<file path="src/cpo_pkg.sv">
// Shared constants and types for the pattern-occurrence counter.
// No dependencies; imported by every module of the block.
`default_nettype none

package cpo_pkg;

  localparam int unsigned MAX_PATTERN = 32;
  localparam int unsigned GRAM_LEN    = 3;
  // Pattern length saturates at MAX_PATTERN + 1.
  localparam int unsigned LEN_W       = $clog2(MAX_PATTERN + 2);
  localparam int unsigned CNT_W       = 16;

  localparam logic KIND_PATTERN = 1'b0;
  localparam logic KIND_TEXT    = 1'b1;

  // Per-beat commands broadcast to every cell.
  typedef struct packed {
    logic pat_shift;
    logic txt_shift;
    logic txt_clr;
  } cpo_cell_ctrl_t;

  // Text beat and pattern restart handed to the result stage.
  typedef struct packed {
    logic txt_acc;
    logic last;
    logic pat_start;
  } cpo_res_ctrl_t;

endpackage

`default_nettype wire

</file>
<file path="src/count_pattern_occurrences.sv">
// Top level of the pattern-occurrence counter: input decode, cell chain, result stage.
// Depends on cpo_pkg, cpo_cell and cpo_result.
`default_nettype none

// Counts every occurrence of a pattern (overlaps included) in a byte stream.
// Send the pattern first as beats with kind_i = 0, last_i on its final byte,
// then the text as beats with kind_i = 1, last_i on its final byte. One
// result beat follows each final text byte: the count, saturating at 65535,
// or a zero count with pattern_error_o set when the pattern is shorter than
// 3 or longer than MAX_PATTERN bytes. A text beat while the pattern is still
// loading closes the pattern; a pattern beat after a finished pattern starts
// a new one and drops any partial text. The pattern stays loaded across texts.
// The block takes one byte per cycle: a chain of MAX_PATTERN cells holds the
// pattern, reversed, beside the newest text bytes, and each cell compares its
// own pair. The all-cells AND is evaluated in the cycle after a text beat;
// the result beat then passes through a pending register and an output register.
// Input stalls only while a finished result waits behind a stalled output.

module count_pattern_occurrences
  import cpo_pkg::*;
(
  input  wire logic             clk_i,
  input  wire logic             rst_ni,
  input  wire logic             in_valid_i,
  output logic                  in_stall_o,
  input  wire logic             kind_i,
  input  wire logic [7:0]       data_byte_i,
  input  wire logic             last_i,
  output logic                  out_valid_o,
  input  wire logic             out_stall_i,
  output logic [CNT_W-1:0]      match_count_o,
  output logic                  pattern_error_o
);

  logic             in_acc;
  logic             pat_acc;
  logic             txt_acc;
  logic             loading_q, loading_d;
  logic [LEN_W-1:0] len_q, len_d, len_base;
  logic             fault;
  logic             txt_clr;
  logic             match;

  cpo_cell_ctrl_t   cell_ctrl;
  cpo_res_ctrl_t    res_ctrl;

  logic [7:0]       pat_chain [MAX_PATTERN];
  logic [7:0]       txt_chain [MAX_PATTERN];
  logic             vld_chain [MAX_PATTERN];
  logic [MAX_PATTERN-1:0] hit;

  assign in_acc  = in_valid_i && !in_stall_o;
  assign pat_acc = in_acc && (kind_i == KIND_PATTERN);
  assign txt_acc = in_acc && (kind_i == KIND_TEXT);

  // Pattern length bookkeeping; a beat after a finished pattern restarts it.
  assign len_base = loading_q ? len_q : '0;

  always_comb begin
    len_d     = len_q;
    loading_d = loading_q;
    if (pat_acc) begin
      loading_d = !last_i;
      len_d     = (len_base <= LEN_W'(MAX_PATTERN)) ? len_base + 1'b1 : len_base;
    end else if (txt_acc) begin
      loading_d = 1'b0;
    end
  end

  always_ff @(posedge clk_i or negedge rst_ni) begin
    if (!rst_ni) begin
      loading_q <= 1'b1;
      len_q     <= '0;
    end else begin
      loading_q <= loading_d;
      len_q     <= len_d;
    end
  end

  assign fault = (len_q < LEN_W'(GRAM_LEN)) || (len_q > LEN_W'(MAX_PATTERN));

  assign cell_ctrl.pat_shift = pat_acc;
  assign cell_ctrl.txt_shift = txt_acc;
  assign cell_ctrl.txt_clr   = txt_clr;

  // Cell j holds pattern byte len-1-j next to the j-th newest text byte.
  for (genvar j = 0; j < MAX_PATTERN; j++) begin : g_cell
    logic [7:0] pat_in;
    logic [7:0] txt_in;
    logic       vld_in;

    if (j == 0) begin : g_head
      assign pat_in = data_byte_i;
      assign txt_in = data_byte_i;
      assign vld_in = 1'b1;
    end else begin : g_body
      assign pat_in = pat_chain[j-1];
      assign txt_in = txt_chain[j-1];
      assign vld_in = vld_chain[j-1] && !txt_clr;
    end

    cpo_cell u_cell (
      .clk_i     (clk_i),
      .rst_ni    (rst_ni),
      .ctrl_i    (cell_ctrl),
      .pat_i     (pat_in),
      .txt_i     (txt_in),
      .txt_vld_i (vld_in),
      .active_i  (len_q > LEN_W'(j)),
      .pat_o     (pat_chain[j]),
      .txt_o     (txt_chain[j]),
      .txt_vld_o (vld_chain[j]),
      .hit_o     (hit[j])
    );
  end

  assign match = !fault && (&hit);

  assign res_ctrl.txt_acc   = txt_acc;
  assign res_ctrl.last      = last_i;
  assign res_ctrl.pat_start = pat_acc && !loading_q;

  cpo_result u_result (
    .clk_i           (clk_i),
    .rst_ni          (rst_ni),
    .ctrl_i          (res_ctrl),
    .match_i         (match),
    .fault_i         (fault),
    .out_stall_i     (out_stall_i),
    .hold_o          (in_stall_o),
    .txt_clr_o       (txt_clr),
    .out_valid_o     (out_valid_o),
    .match_count_o   (match_count_o),
    .pattern_error_o (pattern_error_o)
  );

  a_len_cap: assert property (@(posedge clk_i) disable iff (!rst_ni)
    len_q <= LEN_W'(MAX_PATTERN + 1))
    else $error("pattern length beyond saturation");

  a_txt_done: assert property (@(posedge clk_i) disable iff (!rst_ni)
    txt_acc |=> !loading_q)
    else $error("pattern still loading after a text beat");

  a_restart: assert property (@(posedge clk_i) disable iff (!rst_ni)
    pat_acc && !loading_q |=> len_q == LEN_W'(1))
    else $error("new pattern did not restart at length one");

endmodule

`default_nettype wire

</file>
<file path="src/cpo_cell.sv">
// One cell of the compare chain: a pattern byte, a text byte with its valid bit.
// Depends on cpo_pkg.
`default_nettype none

module cpo_cell
  import cpo_pkg::*;
(
  input  wire logic           clk_i,
  input  wire logic           rst_ni,
  input  wire cpo_cell_ctrl_t ctrl_i,
  input  wire logic [7:0]     pat_i,
  input  wire logic [7:0]     txt_i,
  input  wire logic           txt_vld_i,
  input  wire logic           active_i,
  output logic [7:0]          pat_o,
  output logic [7:0]          txt_o,
  output logic                txt_vld_o,
  output logic                hit_o
);

  logic [7:0] pat_q;
  logic [7:0] txt_q;
  logic       txt_vld_q;
  logic       txt_vld_d;

  always_ff @(posedge clk_i) begin
    if (ctrl_i.pat_shift) begin
      pat_q <= pat_i;
    end
    if (ctrl_i.txt_shift) begin
      txt_q <= txt_i;
    end
  end

  always_comb begin
    txt_vld_d = txt_vld_q;
    if (ctrl_i.txt_shift) begin
      txt_vld_d = txt_vld_i;
    end else if (ctrl_i.txt_clr) begin
      txt_vld_d = 1'b0;
    end
  end

  always_ff @(posedge clk_i or negedge rst_ni) begin
    if (!rst_ni) begin
      txt_vld_q <= 1'b0;
    end else begin
      txt_vld_q <= txt_vld_d;
    end
  end

  // Cells beyond the pattern length always agree.
  assign hit_o     = !active_i || (txt_vld_q && (pat_q == txt_q));
  assign pat_o     = pat_q;
  assign txt_o     = txt_q;
  assign txt_vld_o = txt_vld_q;

endmodule

`default_nettype wire

</file>
<file path="src/cpo_result.sv">
// Match evaluation stage, saturating counter and output register.
// Depends on cpo_pkg.
`default_nettype none

module cpo_result
  import cpo_pkg::*;
(
  input  wire logic             clk_i,
  input  wire logic             rst_ni,
  input  wire cpo_res_ctrl_t    ctrl_i,
  input  wire logic             match_i,
  input  wire logic             fault_i,
  input  wire logic             out_stall_i,
  output logic                  hold_o,
  output logic                  txt_clr_o,
  output logic                  out_valid_o,
  output logic [CNT_W-1:0]      match_count_o,
  output logic                  pattern_error_o
);

  logic             pend_vld_q, pend_vld_d;
  logic             pend_last_q;
  logic [CNT_W-1:0] cnt_q, cnt_d, cnt_inc;
  logic             out_vld_q, out_vld_d;
  logic [CNT_W-1:0] out_cnt_q;
  logic             out_err_q;
  logic             out_free;
  logic             pend_adv;
  logic             emit;

  assign out_free = !out_vld_q || !out_stall_i;
  assign pend_adv = pend_vld_q && (!pend_last_q || out_free);
  assign emit     = pend_adv && pend_last_q;
  assign hold_o   = pend_vld_q && !pend_adv;
  assign cnt_inc  = (match_i && (cnt_q != '1)) ? cnt_q + 1'b1 : cnt_q;

  // Window and count restart after the last text beat or a new pattern.
  assign txt_clr_o = emit || ctrl_i.pat_start;

  always_comb begin
    cnt_d = cnt_q;
    if (txt_clr_o) begin
      cnt_d = '0;
    end else if (pend_adv) begin
      cnt_d = cnt_inc;
    end
  end

  always_comb begin
    pend_vld_d = pend_vld_q;
    if (ctrl_i.txt_acc) begin
      pend_vld_d = 1'b1;
    end else if (pend_adv) begin
      pend_vld_d = 1'b0;
    end
  end

  always_comb begin
    out_vld_d = out_vld_q;
    if (emit) begin
      out_vld_d = 1'b1;
    end else if (out_vld_q && !out_stall_i) begin
      out_vld_d = 1'b0;
    end
  end

  always_ff @(posedge clk_i or negedge rst_ni) begin
    if (!rst_ni) begin
      pend_vld_q <= 1'b0;
      cnt_q      <= '0;
      out_vld_q  <= 1'b0;
    end else begin
      pend_vld_q <= pend_vld_d;
      cnt_q      <= cnt_d;
      out_vld_q  <= out_vld_d;
    end
  end

  always_ff @(posedge clk_i) begin
    if (ctrl_i.txt_acc) begin
      pend_last_q <= ctrl_i.last;
    end
    if (emit) begin
      out_cnt_q <= fault_i ? '0 : cnt_inc;
      out_err_q <= fault_i;
    end
  end

  assign out_valid_o     = out_vld_q;
  assign match_count_o   = out_cnt_q;
  assign pattern_error_o = out_err_q;

  a_err_zero: assert property (@(posedge clk_i) disable iff (!rst_ni)
    out_vld_q && out_err_q |-> out_cnt_q == '0)
    else $error("error result with non-zero count");

  a_hold_last: assert property (@(posedge clk_i) disable iff (!rst_ni)
    hold_o |-> pend_last_q && out_vld_q && out_stall_i)
    else $error("pending beat held without a blocked result");

  a_cnt_mono: assert property (@(posedge clk_i) disable iff (!rst_ni)
    !txt_clr_o |=> cnt_q >= $past(cnt_q))
    else $error("count dropped without a clear");

  a_fault_nomatch: assert property (@(posedge clk_i) disable iff (!rst_ni)
    pend_adv && fault_i && !txt_clr_o |=> cnt_q == $past(cnt_q))
    else $error("count moved under a faulty pattern");

endmodule

`default_nettype wire

</file>
<file path="config.mk">
export PLATFORM = sky130hd
export DESIGN_NAME = count_pattern_occurrences
export DESIGN_NICKNAME = d
export VERILOG_FILES = /design/src/cpo_pkg.sv /design/src/count_pattern_occurrences.sv /design/src/cpo_cell.sv /design/src/cpo_result.sv
export SDC_FILE = /design/constraint.sdc
export NUM_CORES = 1
export LEC_CHECK = 0
export ABC_AREA = 1
export BUFFER_PORTS_ARGS = -buffer_cell sky130_fd_sc_hd__buf_4
export CORE_MARGIN = 5
export CORE_UTILIZATION = 50
export DETAILED_ROUTE_END_ITERATION = 10
export PLACE_DENSITY = 0.66
export SYNTH_ARGS = -nofsm -noshare
export SYNTH_HDL_FRONTEND = slang
export SYNTH_SLANG_ARGS = --single-unit
</file>
<file path="constraint.sdc">
create_clock -name clk_i -period 19.65 [get_ports clk_i]
set_clock_uncertainty 0.15 [all_clocks]
set_input_delay 2.9475 -clock clk_i [delete_from_list [all_inputs] [get_ports clk_i]]
set_output_delay 2.9475 -clock clk_i [all_outputs]
set_load 0.02 [all_outputs]
</file>
=== Yosys cells after proc, flatten, opt, wreduce, memory -nomap -nowiden ===
Index checks and enable logic that the tools add are counted.
W data, S select, Z words.

* Bits of input ports: 14
* Output and inout port bits: 19
* Register bits: 587
* Logic and storage cells: 375

* Bitwise logic cells: 1
* Multiplexer cells: 44
* Eq/ne operators: 33
* $lt $le $gt $ge: 35
* Reductions and logical operators: 156
* Add/sub/neg operators: 2

{| class="wikitable"
|+ Operator list
! kind !! count
|-
| $eq A8 B8 Y1 || 32
|-
| $gt A6 B5 Y1 const B || 16
|-
| $logic_and A1 B1 Y1 || 73
|-
| $gt A6 B4 Y1 const B || 8
|-
| $mux W16 || 3
|-
| $logic_not A1 Y1 || 41
|-
| $mux W1 || 39
|-
| $logic_or A1 B1 Y1 || 36
|-
| $reduce_and A32 Y1 || 1
|-
| $gt A6 B3 Y1 const B || 4
|-
| $add A16 B1 Y16 const B || 1
|-
| $ne A16 B16 Y1 const B || 1
|-
| $gt A6 B1 Y1 const B || 2
|-
| $gt A6 B2 Y1 const B || 2
|-
| $mux W6 || 2
|-
| $reduce_bool A2 Y1 || 5
|-
| $add A6 B1 Y6 const B || 1
|-
| $gt A6 B6 Y1 const B || 1
|-
| $le A6 B6 Y1 const B || 1
|-
| $lt A6 B2 Y1 const B || 1
|-
| $not A1 Y1 || 1
|}

=== Longest topological paths before layout ===
* Word-level depth: 14
* Depth in mapped cells: 17
* Depth with buffers taken out: 17

=== Hierarchy ===
From an unflattened synthesis, not the netlist that was laid out.

* Cell total of the unflattened synthesis: 2269
* Area total of the unflattened synthesis: 24725.0 um2

{| class="wikitable"
|+ By module, submodules not included
! module !! seq. area each (um2) !! cells an instance !! area each (um2) !! times used
|-
| cpo_cell || 505.5 || 56 || 676.9 || 32
|-
| cpo_result || 991.0 || 248 || 1938.1 || 1
|-
| count_pattern_occurrences || 176.4 || 229 || 1126.1 || 1
|}

=== Least setup slack after synthesis ===
Ideal clock, no wire load.

* Path type: input-to-reg
* From: input port out_stall_i
* To: register g_cell[29].u_cell.txt_vld_q
* Stages: 11
* Arrival time: 16.775 ns
* Data required time: 19.339 ns
* Path buffers: 1
* Setup slack: 2.565 ns
* Setup time: 0.161 ns
* Path through: nand3_1 nor2_1 inv_1 nand2_1 nor2_1 nand2_1 nand2_1 inv_2 nand2_1 clkbuf_1 o21ai_0

* Longest elaborated chain between the ends: 14
* Elaborated cells between the ends (all ways): 17
* Those cells by class: 1 x mux; 16 x reduce/logical

{| class="wikitable"
|+ RTL lines
! element !! RTL line !! source
|-
| from (decl) || count_pattern_occurrences.sv:30 || <nowiki>input wire logic out_stall_i,</nowiki>
|-
| $logic_not A1 Y1 * || cpo_result.sv:31 || <nowiki>assign out_free = !out_vld_q || !out_stall_i;</nowiki>
|-
| $logic_or A1 B1 Y1 * || cpo_result.sv:31 ||
|-
| $logic_or A1 B1 Y1 * || cpo_result.sv:32 || <nowiki>assign pend_adv = pend_vld_q && (!pend_last_q || out_free);</nowiki>
|-
| $logic_and A1 B1 Y1 * || cpo_result.sv:32 ||
|-
| $logic_not A1 Y1 * || cpo_result.sv:34 || <nowiki>assign hold_o = pend_vld_q && !pend_adv;</nowiki>
|-
| $logic_and A1 B1 Y1 * || cpo_result.sv:34 ||
|-
| named net in_stall_o || count_pattern_occurrences.sv:25 || <nowiki>output logic in_stall_o,</nowiki>
|-
| $logic_not A1 Y1 * || count_pattern_occurrences.sv:52 || <nowiki>assign in_acc = in_valid_i && !in_stall_o;</nowiki>
|-
| $logic_and A1 B1 Y1 * || count_pattern_occurrences.sv:52 ||
|-
| $logic_and A1 B1 Y1 * || count_pattern_occurrences.sv:53 || <nowiki>assign pat_acc = in_acc && (kind_i == KIND_PATTERN);</nowiki>
|-
| named net pat_acc || count_pattern_occurrences.sv:36 || <nowiki>logic pat_acc;</nowiki>
|-
| $logic_and A1 B1 Y1 * || count_pattern_occurrences.sv:121 || <nowiki>assign res_ctrl.pat_start = pat_acc && !loading_q;</nowiki>
|-
| $logic_or A1 B1 Y1 * || cpo_result.sv:38 || <nowiki>assign txt_clr_o = emit || ctrl_i.pat_start;</nowiki>
|-
| $logic_not A1 Y1 || count_pattern_occurrences.sv:99 || <nowiki>assign vld_in = vld_chain[j-1] && !txt_clr;</nowiki>
|-
| $logic_and A1 B1 Y1 || count_pattern_occurrences.sv:99 ||
|-
| $mux W1 || cpo_cell.sv:37 || <nowiki>if (ctrl_i.txt_shift) begin</nowiki>
|-
| to (signal assigned) || cpo_cell.sv:48 || <nowiki>txt_vld_q <= txt_vld_d;</nowiki>
|-
| to (decl) || cpo_cell.sv:23 || <nowiki>logic txt_vld_q;</nowiki>
|}

The timed path passes the listed nets; every way through them passes the cells marked *.
A chain may end at the register's enable or synchronous reset.

=== Worst setup path after layout ===
* From: input port out_stall_i
* To: output port in_stall_o

* Longest elaborated chain between the ends: 6

{| class="wikitable"
|+ RTL lines
! element !! RTL line
|-
| $logic_not A1 Y1 || cpo_result.sv:31
|-
| $logic_or A1 B1 Y1 || cpo_result.sv:31
|-
| $logic_or A1 B1 Y1 || cpo_result.sv:32
|-
| $logic_and A1 B1 Y1 || cpo_result.sv:32
|-
| $logic_not A1 Y1 || cpo_result.sv:34
|-
| $logic_and A1 B1 Y1 || cpo_result.sv:34
|-
| to (decl) || count_pattern_occurrences.sv:25
|}

No other way between the ends.

==> reports/metrics.json <==
{
  "pwr-share-clk": {"value": 41.5, "unit": "%"},
  "r2r-start": {"value": "u_result.pend_last_q$_DFFE_PP_"},
  "antenna-diode-count": {"value": 0},
  "ys_ff_latch": {"value": 587},
  "vias": {"value": 14030},
  "final-setup-viol-count": {"value": 0},
  "detail_route.iter0.violations": {"value": 1071},
  "cells_after_synthesis": {"value": 2040},
  "netSwitchingPower": {"value": 577.8, "unit": "uW"},
  "stdcell_area": {"value": 26860, "unit": "um^2"},
  "num-nets-final": {"value": 2138},
  "yosys-top-cells-area": {"value": "sky130_fd_sc_hd__edfxtp_1 66%, sky130_fd_sc_hd__nand2_1 7.9%, sky130_fd_sc_hd__dfrtp_1 5.8%, sky130_fd_sc_hd__inv_1 5.5%, sky130_fd_sc_hd__nor2_1 2.4%"},
  "maxCapViolCount": {"value": 0},
  "crit_path_largest_cell_delay": {"value": 160, "unit": "ps"},
  "vdd_drop_max": {"value": 0.08196, "unit": "mV"},
  "run_status": {"value": "finished clean"},
  "worst-r2r-setup-slack": {"value": 16080, "unit": "ps"},
  "max_clock_freq": {"value": 0.1540, "unit": "GHz"},
  "grt.overflow.total": {"value": 0},
  "post_cts_resized": {"value": 0},
  "yosysUniqueCellTypes": {"value": 39},
  "flow.area_growth_from_synthesis": {"value": 12.12, "unit": "%"},
  "timing.final.max_slew_violations": {"value": 0},
  "worst_path_max_delay_cell": {"value": "sky130_fd_sc_hd__buf_4"},
  "ff2ff_path_depth": {"value": 11},
  "synth_seq_area_share": {"value": 72.39, "unit": "%"},
  "global_route_wire_length_before_repair": {"value": 71.75, "unit": "mm"},
  "antenna_violating_nets_post_route": {"value": 0},
  "final_layout_size_suffix_gt1_share": {"value": 8.114, "unit": "%"},
  "cts_tree": {"value": "yes"},
  "critPathRequiredTime": {"value": 16550, "unit": "ps"},
  "unrepaired_setup_endpoints_after_global_routing": {"value": "false"},
  "antenna_found_initial": {"value": 0},
  "ys_async_sr_fraction": {"value": 9.710, "unit": "%"},
  "max_slew.worst_pin.slew": {"value": 1267, "unit": "ps"},
  "post-route-util": {"value": 56.49, "unit": "%"},
  "maximum_fanout_count_along_the_critical_path": {"value": 2},
  "synth_top_cells_by_count": {"value": "530 x sky130_fd_sc_hd__edfxtp_1, 504 x sky130_fd_sc_hd__nand2_1, 351 x sky130_fd_sc_hd__inv_1"},
  "finalSetupTns": {"value": 0, "unit": "ps"},
  "path_class": {"value": "in2out"},
  "crit_path_frequent_cell": {"value": "sky130_fd_sc_hd__buf_4"},
  "die_h": {"value": 228.9, "unit": "um"},
  "buffer_ports.inserted": {"value": 32},
  "fp.dieW": {"value": 228.9, "unit": "um"},
  "sw_ratio": {"value": 21.64, "unit": "%"},
  "fin_crit": {"value": 6493, "unit": "ps"},
  "gp_routability_congestion": {"value": 0.8587},
  "cts.sinks": {"value": 587},
  "totalWireLength": {"value": 44.03, "unit": "mm"},
  "seqPwrFrac": {"value": 54.1, "unit": "%"},
  "power.leakage": {"value": 10.96, "unit": "nW"},
  "power.density": {"value": 99.39, "unit": "nW/um^2"},
  "maximum_number_of_pins_on_one_net_before_global_route_repair": {"value": 183},
  "worstSetupEndpointType": {"value": "primary output"},
  "number_of_global_route_vias_before_repair": {"value": 14060},
  "core_region_area": {"value": 47550, "unit": "um^2"},
  "clock_tree.buffer_depth": {"value": 3},
  "detail_route.first_pass.iterations": {"value": 5},
  "cts-buffers-inserted": {"value": 58},
  "synthesis.yosys.warnings": {"value": 0},
  "finalHoldViolations": {"value": 0},
  "synth_enable_flop_cells": {"value": 530},
  "wire_per_inst": {"value": 15.82, "unit": "um"},
  "source_to_sink_clock_delay_at_the_later_pin_of_the_worst_skew_pair": {"value": 610, "unit": "ps"},
  "dp_hpwl": {"value": 28.63, "unit": "mm"},
  "finalHoldWorstSlack": {"value": 296.0, "unit": "ps"},
  "avgViaCountPerCell": {"value": 5.041},
  "synthesis.area": {"value": 23960, "unit": "um^2"},
  "crit_path_end": {"value": "in_stall_o"},
  "clock_transition_at_the_register_clock_pins_on_the_worst_setup_and_hold_paths_after_cts": {"value": 60, "unit": "ps"},
  "post_synthesis_net_count": {"value": 2057},
  "cp-startpoint": {"value": "out_stall_i"},
  "cts_htree_levels": {"value": 2},
  "boundaryPins": {"value": 33},
  "critical_path.startpoint_type": {"value": "primary input"},
  "hold_buffers": {"value": 0},
  "final_min_period_over_clock_period": {"value": 33.04, "unit": "%"},
  "worstHoldPathType": {"value": "reg2reg"},
  "floorplan.die_area": {"value": 52390, "unit": "um^2"},
  "path_cells": {"value": "buf_4 -> nand3_1 -> nor2_1 -> buf_4"},
  "p_comb_share": {"value": 4.4, "unit": "%"},
  "placement.cell_area": {"value": 24940, "unit": "um^2"},
  "total_power": {"value": 2.670, "unit": "mW"},
  "initial_utilization": {"value": 50.39, "unit": "%"},
  "core.rowCount": {"value": 80},
  "slew-limit-headroom": {"value": 15.22, "unit": "%"},
  "clk_root_buffer_cell": {"value": "sky130_fd_sc_hd__clkbuf_16"},
  "wp_data_arrival": {"value": 3400, "unit": "ps"},
  "synthFlopType": {"value": "sky130_fd_sc_hd__edfxtp_1"},
  "grt_usage": {"value": 16.77, "unit": "%"},
  "yosysTopAreaCellShare": {"value": 66.43, "unit": "%"},
  "post-synth-top-area-cell": {"value": "sky130_fd_sc_hd__edfxtp_1"},
  "internal_power": {"value": 2.092, "unit": "mW"},
  "post_cts.repair.setup_buffers": {"value": 0},
  "drt_drc_violations_left": {"value": 0},
  "yosysMostFrequentCell": {"value": "sky130_fd_sc_hd__edfxtp_1"},
  "syn_area_per_cell": {"value": 11.74, "unit": "um^2"},
  "r2r-end": {"value": "g_cell[20].u_cell.txt_vld_o$_DFFE_PN0P_"}
}
worst max-delay path, delay by kind of cell:
family	cells	cell delay [ps]
buffers and inverters	2	240
AND/OR/NAND/NOR	2	200
cell type report:
type / instances / area, um^2
fillers: 3768 / 20680
flip-flops and latches: 587 / 17340
multi-input cells: 1082 / 5199
clock buffers: 72 / 1525
inverters: 356 / 1346
well taps: 615 / 769.5
clock inverters: 36 / 395.4
repair buffers: 36 / 282.8
metal layers:
| layer | vias to the layer above | track usage (%) | share of wire (%) |
|---|---|---|---|
| met5 | - | 0 | 0 |
| met4 | 0 | 4.680 | 2.4 |
| met3 | 76 | 3.242 | 4.6 |
| met2 | 289 | 28.33 | 49 |
| met1 | 6756 | 22.49 | 44 |
| li1 | 6912 | - | - |
worst min-delay path by stage:
stage / from / end / slack, ps / cells past startpoint
2_1_floorplan: g_cell[9].u_cell.pat_o[1]$_DFFE_PP_ / g_cell[10].u_cell.pat_o[1]$_DFFE_PP_ / 280 / 0
3_3_place_gp: g_cell[15].u_cell.txt_o[7]$_DFFE_PP_ / g_cell[16].u_cell.txt_o[7]$_DFFE_PP_ / 280 / 0
3_5_place_dp: g_cell[20].u_cell.txt_o[5]$_DFFE_PP_ / g_cell[21].u_cell.txt_o[5]$_DFFE_PP_ / 280 / 0
4_1_cts: g_cell[20].u_cell.txt_o[5]$_DFFE_PP_ / g_cell[21].u_cell.txt_o[5]$_DFFE_PP_ / 300 / 0
5_1_grt: g_cell[18].u_cell.txt_o[0]$_DFFE_PP_ / g_cell[19].u_cell.txt_o[0]$_DFFE_PP_ / 310 / 0
6_report: g_cell[1].u_cell.txt_o[0]$_DFFE_PP_ / g_cell[2].u_cell.txt_o[0]$_DFFE_PP_ / 300 / 0
metrics by stage:
stage          setup slack (ps)  cells
4_1_cts                   13160   2784
6_report                  13160   2784
3_5_place_dp              13160   2676
5_1_grt                   13100   2784
3_3_place_gp              13160   2676
2_1_floorplan              2565   2040
power by group through the flow:
stage	Clock [mW]	Sequential, mW	Combinational, mW
2_1_floorplan	0	1.48	0.0846
3_3_place_gp	0	1.47	0.117
3_5_place_dp	0	1.47	0.119
4_1_cts	1.13	1.45	0.120
5_1_grt	1.18	1.45	0.134
6_report	1.11	1.45	0.118
sequential cells by signal (all words and copies together) (netlist names):
signal / cells
g_cell.u_cell.txt_o: 256
g_cell.u_cell.pat_o: 256
u_result.pend_last_q: 1
u_result.cnt_q: 16
u_result.out_valid_o: 1
u_result.match_count_o: 16
loading_q: 1
g_cell.u_cell.txt_vld_o: 32
u_result.pattern_error_o: 1
len_q: 6
u_result.pend_vld_q: 1
placed cells by master (no fill, tap or decap), drive strengths merged, types with 5 or more instances in the layout:
cell	instances
a21oi	40
buf	36
bufinv	7
clkbuf	72
clkinv	25
dfrtp	56
edfxtp	530
inv	356
nand2	507
nand3	101
nand4	41
nor2	155
nor3	17
nor4	5
o211ai	5
o21ai	69
o22ai	17
or2	24
xnor2	46
xor2	45
cell families (layout without fill, tap and decap cells):
kind of cell	Yosys count	after routing	synth area share [%]
compound gates	134	134	3.019
xor+xnor	91	91	3.327
fa+ha+maj	3	3	0.1567
buf+inv	371	500	5.943
flops	587	587	72.39
simple gates	854	854	15.17
(Power assumes the default switching activity.)
